**src/sv/assert_macros.svh**
```systemverilog
// Assertion macros shared by the fill core RTL.
// Each macro expects clk and rst_n in the scope where it is used.
`ifndef ASSERT_MACROS_SVH
`define ASSERT_MACROS_SVH

// Same-cycle implication, checked while out of reset
`define BEF_ASSERT_IMP(lbl, ante, cons) \
  lbl: assert property (@(posedge clk) disable iff (!rst_n) (ante) |-> (cons)) \
    else $error("%m: check failed");

// Next-cycle implication, checked while out of reset
`define BEF_ASSERT_NXT(lbl, ante, cons) \
  lbl: assert property (@(posedge clk) disable iff (!rst_n) (ante) |=> (cons)) \
    else $error("%m: check failed");

`endif

```
**src/sv/bef_pkg.sv**
```systemverilog
// Shared constants and types for the extent fill core.
// No dependencies.
package bef_pkg;

  // Item modes
  localparam logic [1:0] MODE_LOAD = 2'd0;
  localparam logic [1:0] MODE_RUN  = 2'd1;
  localparam logic [1:0] MODE_READ = 2'd2;

  // Result kinds
  localparam logic KIND_RUN   = 1'b0;
  localparam logic KIND_PIXEL = 1'b1;

  // Configuration register map
  localparam int          CFG_IDX_W        = 2;
  localparam int          CFG_DATA_W       = 9;
  localparam logic [1:0]  CFG_FRAME_WIDTH  = 2'd0;
  localparam logic [1:0]  CFG_FRAME_HEIGHT = 2'd1;

  localparam logic [7:0]  WHITE = 8'hFF;

  // Frame memory request from the fill sequencer
  typedef struct packed {
    logic rd;
    logic wr;
  } fill_ctl_t;

endpackage

```
**src/sv/bef_fill_seq.sv**
```systemverilog
// Fill sequencer: column pass then row pass over the frame store.
// Depends on bef_pkg and assert_macros.svh; drives the store port while running.
`include "assert_macros.svh"
module bef_fill_seq
  import bef_pkg::*;
#(
  parameter int AW = 16,
  parameter int WW = 9,
  parameter int HW = 9
) (
  input  logic          clk,
  input  logic          rst_n,
  input  logic          start,
  input  logic [WW-1:0] width,
  input  logic [HW-1:0] height,
  input  logic [7:0]    rdata,
  output fill_ctl_t     ctl,
  output logic [AW-1:0] addr,
  output logic          done
);

  localparam int CNTW = (WW > HW) ? WW : HW;

  typedef enum logic [2:0] {S_IDLE, S_SCAN, S_FILL, S_NEXT, S_DONE} state_t;
  typedef enum logic {PASS_COL, PASS_ROW} pass_t;

  state_t          state_r;
  pass_t           pass_r;
  logic [AW-1:0]   line_base_r;
  logic [CNTW-1:0] line_cnt_r;
  logic [CNTW-1:0] pos_cnt_r;
  logic [AW-1:0]   addr_r;
  logic            issue_done_r;
  logic            found_r;
  logic [AW-1:0]   top_r;
  logic [AW-1:0]   bot_r;
  // read return tracking
  logic            rv_r;
  logic [AW-1:0]   ra_r;
  logic            rl_r;

  logic [AW-1:0]   stride;
  logic [AW-1:0]   line_step;
  logic [CNTW-1:0] len_m1;
  logic [CNTW-1:0] lines_m1;
  logic            issue;
  logic            hit;
  logic            found_any;
  logic [AW-1:0]   top_sel;
  logic [AW-1:0]   bot_sel;

  // Pass geometry: columns walk by width, rows walk by one
  always_comb begin
    if (pass_r == PASS_ROW) begin
      stride    = AW'(1);
      line_step = AW'(width);
      len_m1    = CNTW'(width) - CNTW'(1);
      lines_m1  = CNTW'(height) - CNTW'(1);
    end else begin
      stride    = AW'(width);
      line_step = AW'(1);
      len_m1    = CNTW'(height) - CNTW'(1);
      lines_m1  = CNTW'(width) - CNTW'(1);
    end
  end

  // Extent tracking on returned read data
  always_comb begin
    issue     = (state_r == S_SCAN) && !issue_done_r;
    hit       = rv_r && (rdata == WHITE);
    found_any = found_r || hit;
    top_sel   = found_r ? top_r : ra_r;
    bot_sel   = hit ? ra_r : bot_r;
  end

  always_ff @(posedge clk) begin
    if (!rst_n) begin
      state_r      <= S_IDLE;
      pass_r       <= PASS_COL;
      issue_done_r <= 1'b0;
      found_r      <= 1'b0;
      rv_r         <= 1'b0;
      rl_r         <= 1'b0;
    end else begin
      rv_r <= issue;
      ra_r <= addr_r;
      rl_r <= issue && (pos_cnt_r == len_m1);
      unique case (state_r)
        S_IDLE: begin
          if (start) begin
            state_r      <= S_SCAN;
            pass_r       <= PASS_COL;
            line_base_r  <= '0;
            line_cnt_r   <= '0;
            pos_cnt_r    <= '0;
            addr_r       <= '0;
            issue_done_r <= 1'b0;
            found_r      <= 1'b0;
          end
        end
        S_SCAN: begin
          // issue side
          if (issue) begin
            if (pos_cnt_r == len_m1) begin
              issue_done_r <= 1'b1;
            end else begin
              pos_cnt_r <= pos_cnt_r + CNTW'(1);
              addr_r    <= addr_r + stride;
            end
          end
          // return side: the latest white pixel is the bottom so far
          if (hit) begin
            found_r <= 1'b1;
            top_r   <= top_sel;
            bot_r   <= ra_r;
          end
          if (rv_r && rl_r) begin
            addr_r  <= top_sel;
            state_r <= found_any ? S_FILL : S_NEXT;
          end
        end
        S_FILL: begin
          if (addr_r == bot_r) begin
            state_r <= S_NEXT;
          end else begin
            addr_r <= addr_r + stride;
          end
        end
        S_NEXT: begin
          pos_cnt_r    <= '0;
          issue_done_r <= 1'b0;
          found_r      <= 1'b0;
          if (line_cnt_r == lines_m1) begin
            if (pass_r == PASS_COL) begin
              pass_r      <= PASS_ROW;
              line_base_r <= '0;
              line_cnt_r  <= '0;
              addr_r      <= '0;
              state_r     <= S_SCAN;
            end else begin
              state_r <= S_DONE;
            end
          end else begin
            line_cnt_r  <= line_cnt_r + CNTW'(1);
            line_base_r <= line_base_r + line_step;
            addr_r      <= line_base_r + line_step;
            state_r     <= S_SCAN;
          end
        end
        S_DONE: begin
          state_r <= S_IDLE;
        end
        default: state_r <= S_IDLE;
      endcase
    end
  end

  assign ctl.rd = issue;
  assign ctl.wr = (state_r == S_FILL);
  assign addr   = addr_r;
  assign done   = (state_r == S_DONE);

  // Read data only comes back while a scan is in progress
  `BEF_ASSERT_IMP(a_ret_in_scan, rv_r, state_r == S_SCAN)
  // A fill never starts without an extent found in the scan
  `BEF_ASSERT_NXT(a_fill_found, (state_r == S_SCAN) && rv_r && rl_r && !found_any,
                  state_r == S_NEXT)

endmodule

```
**config.mk**
```make
export PLATFORM = sky130hd
export DESIGN_NAME = bef_fill_seq
export DESIGN_NICKNAME = d
export VERILOG_FILES = /design/src/sv/bef_pkg.sv /design/src/sv/bef_fill_seq.sv
export VERILOG_INCLUDE_DIRS = /design/src /design/src/sv
export SDC_FILE = /design/constraint.sdc
export NUM_CORES = 1
export LEC_CHECK = 0
export BUFFER_PORTS_ARGS = -buffer_cell sky130_fd_sc_hd__buf_2
export CORE_ASPECT_RATIO = 1.5
export CORE_MARGIN = 10
export CORE_UTILIZATION = 55
export CTS_CLUSTER_DIAMETER = 100
export DETAILED_ROUTE_END_ITERATION = 8
export GPL_ROUTABILITY_DRIVEN = 0
export PLACE_DENSITY = 0.78
export SLEW_MARGIN = 5
export SYNTH_ARGS = -nofsm -noshare
export SYNTH_HDL_FRONTEND = slang
export SYNTH_SLANG_ARGS = --single-unit
```
**constraint.sdc**
```tcl
create_clock -name clk -period 3.8 [get_ports clk]
set_input_delay 0.38 -clock clk [delete_from_list [all_inputs] [get_ports clk]]
set_output_delay 0.38 -clock clk [all_outputs]
set_load 0.005 [all_outputs]
```
==> reports/metrics.yaml <==
synthTopCellsByArea: "edfxtp_1, xnor2_1, xor2_1"
grt_pass1_wl_um: 23700
critPathRequiredTime_ns: 3.89
wl_per_cell_um: 18.4
antenna_left: 0
rows: 48
drt_wl_total_um: 14500
synth_enable_flop_cells: 98
die_x_um: 109
cts_resized: 0
port-buffer-count: 47
power_frac_comb_pct: 12.6
dieArea_um2: 16600
fin_crit_sh_pct: 90.1
ys.flop_type: "edfxtp_1"
antenna_found_initial: 0
hp-start: "ra_r[2]"
start_util_pct: 56.3
clkPwrFrac_pct: 36.2
switching_share_pct: 25.6
final_util_pct: 62.1
period_needed_ns: 3.42
vias_per_cell: 5.96
die_h_um: 153
insertion_delay_ns: 0.35
area_growth_pct: 10.2
place_hpwl_um: 11000
yosysUniqueCellTypes: 66
crit_start: "pass_r"
cts_sinks: 106
p_leak_uw: 0.00259
syn_area_um2: 6500
track_usage_pct: 17.6
pre_cts_ws_ns: 0.431
n_antenna_cell: 0
clockBufferDepth: 2
synth_warnings: 0
grt_pass1_vias: 4867
cts-htree-levels: 3
reg2reg_setup_slack_ns: 0.38
fin_tns_setup_ns: 0
synth_top_area_share_pct: 45.3
seq_power_share_pct: 51.2
fillers: 957
cp.arrival_ns: 3.51
intPower_uw: 2000
synthTopCellsByCount: "edfxtp_1, nor2_1, xnor2_1, nand2_1, xor2_1"
tightestPinTransition_ns: 1.09
seq_area_um2: 3100
timing.rr.start: "pass_r"
first_iter_violations: 342
vias: 4707
startpoint_type: "flop"
postSynthAreaPerCell_um2: 10.9
ioPinCount: 48
cts_setup_buffers: 0
grt_overflow: 0
status: "finished, final reports clean"
clk_pin_slew_ns: 0.07
maxSlewHeadroom_pct: 27.1
setup_viol: 0
crit_fanout: 22
power_density_nw_per_um2: 376
cap_violations: 0
grt_max_degree: 42
synth.most_common_cell: "edfxtp_1"
synthCells: 596
yosys.area.top_type: "edfxtp_1"
fmax_mhz: 292
nets: 688
fin_skew_ns: 0.00812
ir_drop_v: 0.000229
dr.pass1.iters: 5
drc: 0
worstSetupPathType: "flop to flop"
min_path_type: "flop to flop"
cts-hold-fix-buffers: 0
numCtsBuffers: 9
multiInputGateArea_um2: 3210
p_switching_uw: 689
cts_tree: "yes"
rsz0062_at_grt: "false"
endpoint_kind: "flop"
async_flop_share_pct: 0
cts-root-buf: "clkbuf_16"
drive_gt1_share_pct: 16.3
hold_viol: 0
syn-num-nets: 649
synth_seq_cells: 106
core_um2: 11500
maxSlewViolCount: 0
setup_ws_ns: 0.377
yosysSeqAreaShare_pct: 47.8
[critical path, stage by stage (launching register included)]
cell and delay (ns):
dfxtp_1 0.80, buf_4 0.34, nand2_1 0.11, ha_1 0.21, inv_1 0.07, fa_1 0.20
nor2b_1 0.08, o31a_1 0.30, o211ai_1 0.25, a21oi_1 0.16, o211ai_1 0.24, xor2_1 0.26
o221ai_1 0.14
[cell families (layout without fill, tap and decap cells)]
| logic type | Yosys count | after routing | share of synthesized area [%] |
|---|---|---|---|
| buffers and inverters | 43 | 87 | 2.85 |
| muxes | 29 | 29 | 4.78 |
| xor gates and xnor gates | 91 | 91 | 12.4 |
| adders and majority gates | 24 | 24 | 4.85 |
| DFF | 106 | 106 | 47.8 |
| and+or+nand+nor | 210 | 210 | 16.9 |
| AOI/OAI and AO/OA | 93 | 93 | 10.5 |
[flip-flops by register name (all words and copies together), names as in the netlist]
| name | cells |
|---|---|
| rv_r | 1 |
| top_r | 16 |
| pass_r | 1 |
| line_cnt_r | 9 |
| found_r | 1 |
| line_base_r | 16 |
| state_r | 3 |
| pos_cnt_r | 9 |
| bot_r | 16 |
| ra_r | 16 |
| issue_done_r | 1 |
| rl_r | 1 |
| addr | 16 |
[power groups by stage]
stage               combinational, uW  sequential [uW]  clock (uW)
global route                      375             1390        1030
detailed placement                336             1400           0
CTS                               339             1380         985
finish                            339             1380         975
global placement                  325             1400           0
floorplan                         241             1390           0
[worst paths after layout]
path                   end  cells past startpoint
hold reg to reg   bot_r[2]                      0
setup reg to reg  addr[12]                     12
setup / recovery  addr[12]                     12
hold / removal    bot_r[2]                      0
[cell type report]
cell class              instances  area share [%]
repair buffers                 52            3.81
inverters                      19           0.996
flip-flops and latches        106            43.3
multi-input cells             447            44.9
clock inverters                 6            1.12
well taps                     150            2.62
clock buffers                  10            3.20
[through the flow]
step	hold slack, ns	total power, uW	instances	area [um^2]
after floorplan	0.422	1630	596	6500
after global placement	0.425	1730	774	6850
after detailed placement	0.430	1740	774	6850
after CTS	0.448	2700	790	7160
after global routing	0.458	2790	790	7160
final	0.447	2690	790	7160
[per-layer routing]
metal  vias to the layer above  track usage [%]  part of all wire (%)
met2                       128             30.4                    52
li1                       2259                -                     -
met5                         -                0                     0
met4                         0             7.81                   3.4
met3                        42             3.11                   3.8
met1                      2278             20.5                    41
[placed cells by master, fill, tap and decap left out, drive strengths merged, types with 9 or more instances in the layout]
master / n
o21ai: 19
nor2: 61
buf: 52
inv: 23
a21oi: 15
xnor2: 50
nor3: 12
o221ai: 13
ha: 22
mux2: 16
edfxtp: 98
nand3: 24
and3: 9
and2: 11
o211ai: 9
xor2: 41
mux2i: 13
nand4: 13
clkbuf: 10
nand2: 41
(Power assumes the default switching activity.)
